## config.mk

```make
export PLATFORM = sky130hd
export DESIGN_NAME = size_budget_lru_cache_policy_top
export DESIGN_NICKNAME = d
export VERILOG_FILES = /design/src/rtl/core/sblru_pkg.sv /design/src/rtl/core/size_budget_lru_cache_policy_top.sv /design/src/rtl/core/sblru_cmd_fifo.sv /design/src/rtl/core/sblru_front.sv /design/src/rtl/core/sblru_back.sv
export VERILOG_INCLUDE_DIRS = /design/src /design/src/rtl/core
export SDC_FILE = /design/constraint.sdc
export NUM_CORES = 2
export LEC_CHECK = 0
export BUFFER_PORTS_ARGS = -buffer_cell sky130_fd_sc_hd__buf_2
export CAP_MARGIN = 20
export CELL_PAD_IN_SITES_DETAIL_PLACEMENT = 0
export CELL_PAD_IN_SITES_GLOBAL_PLACEMENT = 2
export CORE_MARGIN = 4
export CORE_UTILIZATION = 45
export CTS_BUF_LIST = sky130_fd_sc_hd__clkbuf_2
export DETAILED_ROUTE_END_ITERATION = 16
export GPL_ROUTABILITY_DRIVEN = 0
export PLACE_DENSITY = 0.81
export SYNTH_ARGS = -nofsm -noshare
export SYNTH_HDL_FRONTEND = slang
export SYNTH_HIERARCHICAL = 1
export SYNTH_SLANG_ARGS = --single-unit
```

## constraint.sdc

```tcl
create_clock -name clk -period 9.5 [get_ports clk]
set_input_delay 1.9 -clock clk [delete_from_list [all_inputs] [get_ports clk]]
set_output_delay 1.9 -clock clk [all_outputs]
set_load 0.1 [all_outputs]
```

## src/rtl/core/size_budget_lru_cache_policy_top_assert.svh

```systemverilog
// Assertion macros used by the block's back end.
`ifndef SIZE_BUDGET_LRU_CACHE_POLICY_TOP_ASSERT_SVH
`define SIZE_BUDGET_LRU_CACHE_POLICY_TOP_ASSERT_SVH

// Property that an implication holds on every clock edge outside reset.
`define SBL_ASSERT_IMP(label, clk, rst, lhs, rhs, msg) \
  label: assert property (@(posedge clk) disable iff (rst) (lhs) |-> (rhs)) else $error(msg);

// Property that a condition holds on every clock edge outside reset.
`define SBL_ASSERT_ALW(label, clk, rst, cond, msg) \
  label: assert property (@(posedge clk) disable iff (rst) (cond)) else $error(msg);

`endif

```

## src/rtl/core/sblru_pkg.sv

```systemverilog
// ----------------------------------------------------------------------------
// sblru_pkg
// Types, codes and constants of the size-budget LRU residency manager.
// ----------------------------------------------------------------------------
package sblru_pkg;

  localparam int unsigned DEF_SLOT_COUNT = 32;
  localparam logic [31:0] LIMIT_RESET    = 32'd16777216;

  typedef enum logic [1:0] {
    KIND_ADD    = 2'd0,
    KIND_REMOVE = 2'd1,
    KIND_ACCESS = 2'd2,
    KIND_TRIM   = 2'd3
  } kind_t;

  typedef enum logic [2:0] {
    RES_DONE     = 3'd0,
    RES_EVICTED  = 3'd1,
    RES_FILL     = 3'd2,
    RES_NOVICTIM = 3'd3,
    RES_BADSLOT  = 3'd4
  } res_kind_t;

  // Transaction handed from the front end to the back end.
  typedef struct packed {
    kind_t       kind;
    logic [4:0]  slot;
    logic [23:0] entry_size;
    logic [31:0] member_id;
    logic        option_flag;
  } cmd_t;

  // One result transaction.
  typedef struct packed {
    res_kind_t   result_kind;
    logic [4:0]  slot_res;
    logic [31:0] member_id_out;
    logic        restore;
    logic [31:0] used_size;
    logic        last;
  } res_t;

  typedef enum logic [2:0] {
    ST_IDLE,
    ST_DECIDE,
    ST_SCAN,
    ST_EVICT,
    ST_FINISH
  } state_t;

endpackage

```

## src/rtl/core/size_budget_lru_cache_policy_top.sv

```systemverilog
// ----------------------------------------------------------------------------
// size_budget_lru_cache_policy_top
// LRU residency manager for variable-size entries under a byte budget.
// ----------------------------------------------------------------------------
// One transaction at a time is executed. Add, remove, a hit and a trim that
// already fits end in the decide step. Every eviction costs one scan of the
// slot table, one slot a cycle, then an evict step.
// Results leave through a one-deep output register; a two-deep command queue
// and an input holding register let new transactions arrive while one runs.
// capacity_limit sits at byte address 0 of the APB port.
module size_budget_lru_cache_policy_top
  import sblru_pkg::*;
#(
  parameter int unsigned SLOT_COUNT = DEF_SLOT_COUNT
) (
  input  logic        clk,
  input  logic        rst,
  input  logic        psel,
  input  logic        penable,
  input  logic        pwrite,
  input  logic        paddr,
  input  logic [31:0] pwdata,
  output logic [31:0] prdata,
  output logic        pready,
  input  logic        push,
  output logic        full,
  input  logic [1:0]  kind,
  input  logic [4:0]  slot,
  input  logic [23:0] entry_size,
  input  logic [31:0] member_id,
  input  logic        option_flag,
  output logic        empty,
  input  logic        pop,
  output logic [2:0]  result_kind,
  output logic [4:0]  slot_res,
  output logic [31:0] member_id_out,
  output logic        restore,
  output logic [31:0] used_size,
  output logic        last
);

  logic [31:0] capacity_limit;
  logic        q_wr, q_full, q_empty, q_rd;
  cmd_t        q_in, q_out;
  res_t        res;

  // Single register at address 0; reads of address 1 return zero.
  assign pready = 1'b1;
  assign prdata = paddr ? 32'd0 : capacity_limit;

  always_ff @(posedge clk) begin
    if (rst) begin
      capacity_limit <= LIMIT_RESET;
    end else if (psel && penable && pwrite && !paddr) begin
      capacity_limit <= pwdata;
    end
  end

  sblru_front u_front (
    .clk, .rst, .push, .full, .kind, .slot, .entry_size, .member_id, .option_flag,
    .q_wr, .q_data(q_in), .q_full
  );

  sblru_cmd_fifo u_fifo (
    .clk, .rst, .wr_en(q_wr), .wr_data(q_in), .full(q_full),
    .rd_en(q_rd), .rd_data(q_out), .empty(q_empty)
  );

  sblru_back #(.SLOT_COUNT(SLOT_COUNT)) u_back (
    .clk, .rst, .capacity_limit, .cmd(q_out), .cmd_valid(!q_empty),
    .cmd_take(q_rd), .empty, .pop, .res
  );

  assign result_kind   = res.result_kind;
  assign slot_res      = res.slot_res;
  assign member_id_out = res.member_id_out;
  assign restore       = res.restore;
  assign used_size     = res.used_size;
  assign last          = res.last;

endmodule

```

## src/rtl/core/sblru_cmd_fifo.sv

```systemverilog
// ----------------------------------------------------------------------------
// sblru_cmd_fifo
// Short command queue between the front end and the execution back end.
// ----------------------------------------------------------------------------
module sblru_cmd_fifo
  import sblru_pkg::*;
(
  input  logic clk,
  input  logic rst,
  input  logic wr_en,
  input  cmd_t wr_data,
  output logic full,
  input  logic rd_en,
  output cmd_t rd_data,
  output logic empty
);

  cmd_t       mem [2];
  logic       wr_ptr;
  logic       rd_ptr;
  logic [1:0] count;

  assign full    = (count == 2'd2);
  assign empty   = (count == 2'd0);
  assign rd_data = mem[rd_ptr];

  always_ff @(posedge clk) begin
    if (wr_en && !full) begin
      mem[wr_ptr] <= wr_data;
    end
  end

  always_ff @(posedge clk) begin
    if (rst) begin
      wr_ptr <= 1'b0;
      rd_ptr <= 1'b0;
      count  <= 2'd0;
    end else begin
      if (wr_en && !full) wr_ptr <= ~wr_ptr;
      if (rd_en && !empty) rd_ptr <= ~rd_ptr;
      count <= count + 2'(wr_en && !full) - 2'(rd_en && !empty);
    end
  end

endmodule

```

## src/rtl/core/sblru_front.sv

```systemverilog
// ----------------------------------------------------------------------------
// sblru_front
// Input side: takes transactions and tags each with its decoded kind.
// ----------------------------------------------------------------------------
module sblru_front
  import sblru_pkg::*;
(
  input  logic        clk,
  input  logic        rst,
  input  logic        push,
  output logic        full,
  input  logic [1:0]  kind,
  input  logic [4:0]  slot,
  input  logic [23:0] entry_size,
  input  logic [31:0] member_id,
  input  logic        option_flag,
  output logic        q_wr,
  output cmd_t        q_data,
  input  logic        q_full
);

  // One-entry holding register in front of the queue.
  logic held;
  cmd_t held_cmd;

  assign full   = held;
  assign q_wr   = held;
  assign q_data = held_cmd;

  always_ff @(posedge clk) begin
    if (rst) begin
      held <= 1'b0;
    end else if (push && !held) begin
      held <= 1'b1;
    end else if (held && !q_full) begin
      held <= 1'b0;
    end
  end

  always_ff @(posedge clk) begin
    if (push && !held) begin
      held_cmd.kind        <= kind_t'(kind);
      held_cmd.slot        <= slot;
      held_cmd.entry_size  <= entry_size;
      held_cmd.member_id   <= member_id;
      held_cmd.option_flag <= option_flag;
    end
  end

endmodule

```

## src/rtl/core/sblru_back.sv

```systemverilog
// ----------------------------------------------------------------------------
// sblru_back
// Execution engine: slot table, budget accounting and victim scan.
// ----------------------------------------------------------------------------
module sblru_back
  import sblru_pkg::*;
#(
  parameter int unsigned SLOT_COUNT = DEF_SLOT_COUNT
) (
  input  logic        clk,
  input  logic        rst,
  input  logic [31:0] capacity_limit,
  input  cmd_t        cmd,
  input  logic        cmd_valid,
  output logic        cmd_take,
  output logic        empty,
  input  logic        pop,
  output res_t        res
);

  localparam int IW = $clog2(SLOT_COUNT);

  logic [SLOT_COUNT-1:0] valid_q, resident_q;
  logic [SLOT_COUNT-1:0] pinned_q;
  logic [23:0]           size_q  [SLOT_COUNT];
  logic [31:0]           ident_q [SLOT_COUNT];
  logic [31:0]           stamp_q [SLOT_COUNT];
  logic [31:0]           bytes_used;
  logic [31:0]           stamp_ctr;

  state_t       state, state_next;
  cmd_t         cur;
  logic [IW:0]  scan_idx;
  logic         best_ok;
  logic [IW-1:0] best_idx;
  logic [31:0]  best_stamp;

  // Output register: one result held until popped.
  logic out_full;

  assign empty = !out_full;

  logic        slot_ok;
  logic [IW-1:0] si;
  logic [32:0] need;
  logic        fits;
  logic [IW-1:0] sc;
  logic        cand;
  logic        advance;
  logic        needs_scan;
  logic        scan_done;
  logic        res_load;

  assign slot_ok = ({1'b0, cur.slot} < 6'(SLOT_COUNT));
  assign si      = IW'(cur.slot);
  assign need    = (cur.kind == KIND_TRIM) ? 33'd0 : {9'd0, size_q[si]};
  assign fits    = ({1'b0, bytes_used} + need) <= {1'b0, capacity_limit};
  assign sc      = scan_idx[IW-1:0];
  assign cand    = valid_q[sc] && resident_q[sc] && !pinned_q[sc];

  // Output register free, or being emptied this cycle.
  assign advance    = !out_full || pop;
  // Trim, or an access miss on a valid slot, that does not fit yet.
  assign needs_scan = !fits && ((cur.kind == KIND_TRIM) ||
                      (cur.kind == KIND_ACCESS && slot_ok && valid_q[si] &&
                       !resident_q[si]));
  assign scan_done  = (scan_idx == (IW+1)'(SLOT_COUNT - 1));

  always_comb begin
    state_next = state;
    cmd_take   = 1'b0;
    res_load   = 1'b0;
    case (state)
      ST_IDLE: if (cmd_valid) begin
        state_next = ST_DECIDE;
        cmd_take   = 1'b1;
      end
      ST_DECIDE: if (advance) begin
        state_next = needs_scan ? ST_SCAN : ST_IDLE;
        res_load   = !needs_scan;
      end
      ST_SCAN: if (scan_done) state_next = ST_EVICT;
      ST_EVICT: if (advance) begin
        state_next = best_ok ? ST_DECIDE : ST_IDLE;
        res_load   = 1'b1;
      end
      default: state_next = ST_IDLE;
    endcase
  end

  task automatic put(input res_kind_t k, input logic [4:0] s, input logic [31:0] id,
                     input logic rs, input logic [31:0] used, input logic lst);
    res.result_kind   <= k;
    res.slot_res      <= s;
    res.member_id_out <= id;
    res.restore       <= rs;
    res.used_size     <= used;
    res.last          <= lst;
  endtask

  always_ff @(posedge clk) begin
    if (rst) begin
      state      <= ST_IDLE;
      out_full   <= 1'b0;
      valid_q    <= '0;
      resident_q <= '0;
      bytes_used <= '0;
      stamp_ctr  <= '0;
      scan_idx   <= '0;
      best_ok    <= 1'b0;
    end else begin
      state <= state_next;
      if (res_load) out_full <= 1'b1;
      else if (pop && out_full) out_full <= 1'b0;
      case (state)
        ST_IDLE: begin
          if (cmd_valid) begin
            cur <= cmd;
          end
        end
        ST_DECIDE: begin
          if (advance) begin
            if (cur.kind != KIND_TRIM && !slot_ok) begin
              put(RES_BADSLOT, cur.slot, '0, 1'b0, bytes_used, 1'b1);
            end else if (cur.kind == KIND_ADD) begin
              if (valid_q[si]) begin
                put(RES_BADSLOT, cur.slot, ident_q[si], 1'b0, bytes_used, 1'b1);
              end else begin
                valid_q[si]    <= 1'b1;
                pinned_q[si]   <= cur.option_flag;
                resident_q[si] <= cur.option_flag;
                size_q[si]     <= cur.entry_size;
                ident_q[si]    <= cur.member_id;
                stamp_q[si]    <= '0;
                put(RES_DONE, cur.slot, cur.member_id, 1'b0, bytes_used, 1'b1);
              end
            end else if (cur.kind != KIND_TRIM && !valid_q[si]) begin
              put(RES_BADSLOT, cur.slot, '0, 1'b0, bytes_used, 1'b1);
            end else if (cur.kind == KIND_REMOVE) begin
              valid_q[si]    <= 1'b0;
              resident_q[si] <= 1'b0;
              if (resident_q[si] && !pinned_q[si]) begin
                bytes_used <= bytes_used - 32'(size_q[si]);
                put(RES_DONE, cur.slot, ident_q[si], 1'b0,
                    bytes_used - 32'(size_q[si]), 1'b1);
              end else begin
                put(RES_DONE, cur.slot, ident_q[si], 1'b0, bytes_used, 1'b1);
              end
            end else if (cur.kind == KIND_ACCESS && resident_q[si]) begin
              stamp_q[si] <= stamp_ctr;
              stamp_ctr   <= stamp_ctr + 32'd1;
              put(RES_DONE, cur.slot, ident_q[si], 1'b0, bytes_used, 1'b1);
            end else if (fits) begin
              if (cur.kind == KIND_TRIM) begin
                put(RES_DONE, 5'd0, '0, 1'b0, bytes_used, 1'b1);
              end else begin
                resident_q[si] <= 1'b1;
                stamp_q[si]    <= stamp_ctr;
                stamp_ctr      <= stamp_ctr + 32'd1;
                bytes_used     <= bytes_used + 32'(size_q[si]);
                put(RES_FILL, cur.slot, ident_q[si], !cur.option_flag,
                    bytes_used + 32'(size_q[si]), 1'b1);
              end
            end else begin
              // Need room: scan the table for the oldest unpinned resident.
              scan_idx <= '0;
              best_ok  <= 1'b0;
            end
          end
        end
        ST_SCAN: begin
          if (cand && (!best_ok || stamp_q[sc] < best_stamp)) begin
            best_ok    <= 1'b1;
            best_idx   <= sc;
            best_stamp <= stamp_q[sc];
          end
          if (!scan_done) scan_idx <= scan_idx + (IW+1)'(1);
        end
        ST_EVICT: begin
          if (advance) begin
            if (best_ok) begin
              resident_q[best_idx] <= 1'b0;
              bytes_used <= bytes_used - 32'(size_q[best_idx]);
              put(RES_EVICTED, 5'(best_idx), ident_q[best_idx], 1'b0,
                  bytes_used - 32'(size_q[best_idx]), 1'b0);
            end else if (cur.kind == KIND_TRIM) begin
              put(RES_NOVICTIM, 5'd0, '0, 1'b0, bytes_used, 1'b1);
            end else begin
              put(RES_NOVICTIM, cur.slot, ident_q[si], 1'b0, bytes_used, 1'b1);
            end
          end
        end
        default: ;
      endcase
    end
  end

  `include "size_budget_lru_cache_policy_top_assert.svh"
  `SBL_ASSERT_IMP(a_take_idle, clk, rst, cmd_take, state == ST_IDLE, "take outside idle")
  `SBL_ASSERT_IMP(a_evict_found, clk, rst, out_full && res.result_kind == RES_EVICTED, !res.last, "evict marked last")
  `SBL_ASSERT_IMP(a_scan_range, clk, rst, state == ST_SCAN, scan_idx < (IW+1)'(SLOT_COUNT), "scan overrun")

endmodule

```

======== After elaboration in Yosys (flattened, before gate mapping) ========
Memory sizes are Yosys's and may differ from the RTL's. A register that Yosys moved wholly into a read port is not among the register bits.
Index checks and enable logic that the tools add are counted.
cells by class
  $add $sub $neg .......................... 8
  multipliers ............................. 0
  divide/modulo/power cells ............... 0
  magnitude comparators ................... 7
  eq/ne operators ......................... 34
  shift operators ......................... 0
  multiplexer cells ....................... 126
  bitwise logic cells ..................... 17
  reduce and logical (&&, ||, !) cells .... 54
operators by type and width
  kind                                                                           number
  32-bit two-way mux                                                             30
  74-bit two-way mux                                                             9
  74-bit case mux with 2 select lines                                            1
  32-bit case mux with 2 select lines                                            2
  32-bit AND                                                                     3
  73-bit two-way mux                                                             1
  71-bit two-way mux                                                             1
  32-bit bitwise mux                                                             2
  32-bit NOT                                                                     2
  32-bit bitwise OR                                                              2
  32-bit by 24-bit subtractor with 32-bit output                                 2
  1-bit two-way mux                                                              50
  6-bit two-way mux                                                              7
  32-bit by 33-bit adder with 33-bit output                                      1
  33-bit by 32-bit less-or-equal comparator with 1-bit output                    1
  33-bit two-way mux                                                             1
  32-bit by 1-bit adder with 32-bit output (second input constant)               1
  32-bit by 24-bit adder with 32-bit output                                      1
  32-bit less-than comparator                                                    1
  1-bit binary-select mux with 5-bit select                                      6
  24-bit two-way mux                                                             1
  5-bit two-way mux                                                              4
  1-bit logical AND                                                              18
  5-bit by 6-bit less-than comparator with 1-bit output (second input constant)  3
  other kinds (37)                                                               96
word-level totals
  flip-flop bits (word level) ............. 383
  latch bits .............................. 0
  memory bits (writable) .................. 2944
  memory bits (read-only) ................. 0
  input port bits ......................... 104
  output and inout bits ................... 109
  word-level logic and storage cells ...... 277
  memories ................................ 4
memories
  name            depth  width  read ports  clocked after Yosys merged registers in  write ports  line                  RTL
  u_back.ident_q  32     32     2           1                                        1            sblru_back.sv:26      logic [31:0] ident_q [SLOT_COUNT];
  u_back.stamp_q  32     32     1           1                                        1            sblru_back.sv:27      logic [31:0] stamp_q [SLOT_COUNT];
  u_back.size_q   32     24     2           1                                        1            sblru_back.sv:25      logic [23:0] size_q [SLOT_COUNT];
  u_fifo.mem      2      64     1           1                                        1            sblru_cmd_fifo.sv:18  cmd_t mem [2];

======== Logic depth before layout (Yosys ltp) ========
  depth in word-level cells ............... 14
  depth in mapped cells ................... 32

======== Hierarchy ========
The synthesis kept the hierarchy.
modules (own cells, without submodules)
  module                            instances  cells an instance  area an instance (µm²)  sequential area each (µm²)
  sblru_back                        1          7494               143956.8                93840.0
  sblru_cmd_fifo                    1          226                4848.4                  3943.8
  sblru_front                       1          69                 1971.9                  1941.9
  size_budget_lru_cache_policy_top  1          178                1695.4                  640.6

======== Worst setup path before layout ========
Ideal clock, no wire load.
  path type ............................... register to register
  start ................................... register with a tool-made name
  end ..................................... register u_back/res[0] (netlist name)
  arrival ................................. 9993 ps
  required time ........................... 8994 ps
  setup slack ............................. -1000 ps
  cell stages (with the launch flop) ...... 29
  path buffers ............................ 4
  period minus slack after synthesis ...... 10500 ps
  cell sequence ........................... dfxtp_1 clkbuf_1 clkbuf_1 buf_2 buf_1 mux4_2 mux4_2 mux2i_1 nor2_1 ha_1 a21o_1 a21o_1 a21o_1 or4b_2 o22a_1 a41o_1 o41ai_1 o21ai_0 nand2b_1 xnor2_1 ha_1 nand4_1 nor4_1 a31oi_1 o21ai_0 o21ai_1 nand3_1 nor3_1 nor2_1

==> flow_summary.json <==
{
  "cts_setup_buffers": 0,
  "core_area_um2": 337100,
  "critPathLaunchType": "flip-flop",
  "grt_antenna_before_repair": 23,
  "numPortBuffers": 211,
  "rrSetupSlack_ns": 0.70,
  "slew_headroom_pct": 20.33,
  "firstDrtPassIters": 6,
  "slowest_stage": "dfxtp_4",
  "synth_edf_count": 3215,
  "ys.flop_type": "edfxtp_1",
  "synth_area_um2": 152500,
  "synth_xor_area_share_pct": 0.7180,
  "synth_seq_cells": 3406,
  "die_height_um": 590.1,
  "path_class": "flip-flop to flip-flop",
  "drc_errors": 0,
  "drv_slew": 0,
  "fin_util_pct": 50.33,
  "crit_fanout": 32,
  "synth_cell_types": 98,
  "grt_start_max_net_pins": 142,
  "muxShareOfSynthArea_pct": 23.70,
  "crit_arrival_ns": 10.46,
  "grt_pass1_vias": 88900,
  "skew_ns": 0.3502,
  "synth_area_per_cell_um2": 19.14,
  "timing.setup.tns_ns": 0,
  "fillerInstances": 27510,
  "num_rows": 213,
  "drive_gt1_share_pct": 36.97,
  "syn-num-nets": 8243,
  "setup_viol_count_final": 0,
  "min_from": "member_id[9]",
  "synth_top_family_by_area": "multiplexers",
  "layout_min_cycle_time_ns": 8.803,
  "finalCritPeriodShare_pct": 92.66,
  "htreeDepth": 6,
  "peakVddDrop_v": 0.0002258,
  "cp_slowest_stage_delay_ns": 0.67,
  "yosys.area_share.simple_pct": 3.451,
  "wl_um": 438300,
  "finalNetCount": 9177,
  "r2r-end": "u_back/stamp_q[27][1]",
  "timing.final.hold_violations": 0,
  "synth_compound_area_share_pct": 3.099,
  "dp.cells": 12470,
  "die_area_um2": 348200,
  "synth-adder-area-share_pct": 1.431,
  "wl_per_cell_um": 31.13,
  "postRouteAntennaNets": 0,
  "yosysSeqAreaShare_pct": 65.83,
  "cp.required_ns": 11.16,
  "numCtsBuffers": 840,
  "power_density_nw_per_um2": 219.7,
  "worstMarginPinSlew_ns": 1.192,
  "final_cells": 14080,
  "p_leak_nw": 53.51,
  "hold_end": "u_front/q_data[10]",
  "root_buffer": "clkbuf_2",
  "async_flop_share_pct": 0,
  "fmax_mhz": 113.6,
  "clk_pin_slew_ns": 0.09,
  "routed-via-count": 87450,
  "place_area_um2": 160800,
  "clock-sinks": 3406,
  "clk_latency_ns": 2.22,
  "drtIter0Drc": 10730,
  "hold_depth": 1,
  "stdcell_area_um2": 169700,
  "drv_cap": 0,
  "r2r_cells": 32,
  "syn2layout_area_growth_pct": 11.29,
  "grt_pass1_wl_um": 628600,
  "hold_path.class": "primary input to flip-flop",
  "status": "completed",
  "grt_util_all_layers_pct": 24.83,
  "io_pins": 213,
  "syn_inst": 7967,
  "clock_path_buffers": 4,
  "gr-total-overflow": 0,
  "viasPerCell": 6.211,
  "dp_hpwl_um": 251300,
  "rsz0062_at_grt": "no",
  "finalHoldWorstSlack_ns": 0.2553,
  "start_util_pct": 45.23,
  "die_x_um": 590.1,
  "cts_tree": "done",
  "yosys_warnings": 6,
  "cp-end-kind": "flip-flop"
}
==> worst max-delay path by stage <==
stage / end / cells past startpoint
floorplan: u_back/res[0] / 28
detailed placement: u_back/stamp_q[31][11] / 29
global route: u_back/stamp_q[23][14] / 29
CTS: u_back/stamp_q[27][1] / 30
finish: u_back/stamp_q[27][1] / 32
global placement: u_back/stamp_q[16][11] / 29
==> state kept, by name, indices dropped and copies added (netlist names), named ones only <==
register and count:
u_back/size_q 768, u_back/si 5, u_front/full 1, u_back/out_full 1
u_back/state 2, u_front/q_data 64, u_back/best_idx 5, u_back/ident_q 1024
u_fifo/rd_ptr 1, u_back/stamp_q 1024, u_back/bytes_used 32, u_back/scan_idx 6
u_back/res 74, capacity_limit 32, u_back/stamp_ctr 32, u_back/best_ok 1
u_back/pinned_q 32, u_back/cur 59, u_back/best_stamp 32, u_fifo/count 2
u_fifo/mem 128, u_fifo/wr_ptr 1
==> per-layer routing <==
| metal | up-vias | global-route usage (%) | wire, um |
|---|---|---|---|
| met5 | - | 0 | 134 |
| met1 | 45920 | 34.14 | 170500 |
| li1 | 35700 | - | - |
| met2 | 4961 | 39.92 | 211000 |
| met4 | 18 | 8.052 | 14000 |
| met3 | 850 | 5.190 | 42600 |
==> kinds of logic after synthesis <==
group                    after synthesis
flip-flops                          3406
AND/OR/NAND/NOR                     1078
buffers and inverters                678
multiplexers                        1781
other                                  1
adder cells (fa/ha/maj)              172
XOR/XNOR                             125
AO/OA/AOI/OAI                        726
==> power by group <==
group / total [W] / internal (W) / switching, W
combinational: 0.00965 / 0.00391 / 0.00574
clock: 0.00992 / 0.00388 / 0.00604
sequential: 0.0177 / 0.0171 / 0.000661
==> Yosys cell counts, types with 22 or more instances <==
library cell / instances / share of area [%]
buf_1: 128 / 0.32
xnor2_1: 77 / 0.44
xor2_1: 48 / 0.28
mux2_2: 118 / 0.87
a21oi_1: 193 / 0.63
nand2_1: 229 / 0.56
a21o_1: 34 / 0.17
ha_1: 168 / 1.4
o21ai_0: 163 / 0.54
edfxtp_1: 3215 / 63
inv_1: 151 / 0.37
nand4_1: 31 / 0.13
nand3_1: 47 / 0.15
nand2b_1: 87 / 0.36
dfxtp_1: 191 / 2.5
a211oi_1: 27 / 0.13
o21ai_1: 34 / 0.11
nor2_1: 379 / 0.93
o211ai_1: 22 / 0.11
mux2i_1: 204 / 1.3
and2_1: 53 / 0.22
nor3_1: 50 / 0.16
o221ai_1: 46 / 0.26
nor2b_1: 85 / 0.35
clkbuf_1: 356 / 0.88
mux4_2: 1450 / 21
==> cells in the final DEF (no fill, tap or decap), types with 31 or more instances in the layout <==
master,count
o21ai_1,35
mux4_2,1450
nor2b_1,84
xor2_1,48
and2_1,52
buf_4,237
nor3_1,50
inv_1,148
clkinv_1,185
o221ai_1,46
nand2b_1,86
nand4_1,31
mux2i_1,203
a21o_1,34
clkinv_2,32
a21oi_1,193
buf_2,210
nand2_1,227
edfxtp_1,3215
mux2_2,118
nor2_1,312
buf_12,61
dfxtp_1,175
dlygate4sd3_1,98
nor2_4,65
nand3_1,45
o21ai_0,162
ha_1,167
clkbuf_2,1223
xnor2_1,77
==> what timing repair did <==
item / 4_1_cts / 5_1_grt
endpoints found under the hold margin: 114 / 0
gates resized for setup: 0 / 4
endpoints found under the setup margin: 0 / 289
hold buffers: 98 / 0
==> through the flow <==
stage          total power, W  worst slack, ns
3_5_place_dp          0.02758           0.4417
4_1_cts               0.03758           0.3068
6_report              0.03728           0.6970
2_1_floorplan         0.02455           0.2383
3_3_place_gp          0.02748           0.4775
5_1_grt               0.03925          0.07662
==> area by class of cell <==
| class | instances | area [um2] | area share [%] |
|---|---|---|---|
| antenna | 9 | 22.52 | 0.01327 |
| clock buffer | 1223 | 6121 | 3.607 |
| clock inverter | 274 | 1650 | 0.9726 |
| tap | 4515 | 5649 | 3.329 |
| inverter | 154 | 581.8 | 0.3429 |
| multi-input combinational | 3883 | 50000 | 29.47 |
| sequential | 3406 | 100400 | 59.18 |
| timing repair buffer | 616 | 5241 | 3.089 |
==> worst max-delay path, delay by kind of cell, from the launching register on <==
family	cells	cell delay (ns)
AOI/OAI and AO/OA	11	2.39
buffers and inverters	7	1.82
and+or+nand+nor	8	1.37
muxes	3	1.21
adders and majority gates	2	0.68
DFF	1	0.67
xor gates and xnor gates	1	0.07
No activity file was read; power rests on OpenSTA's default activity.
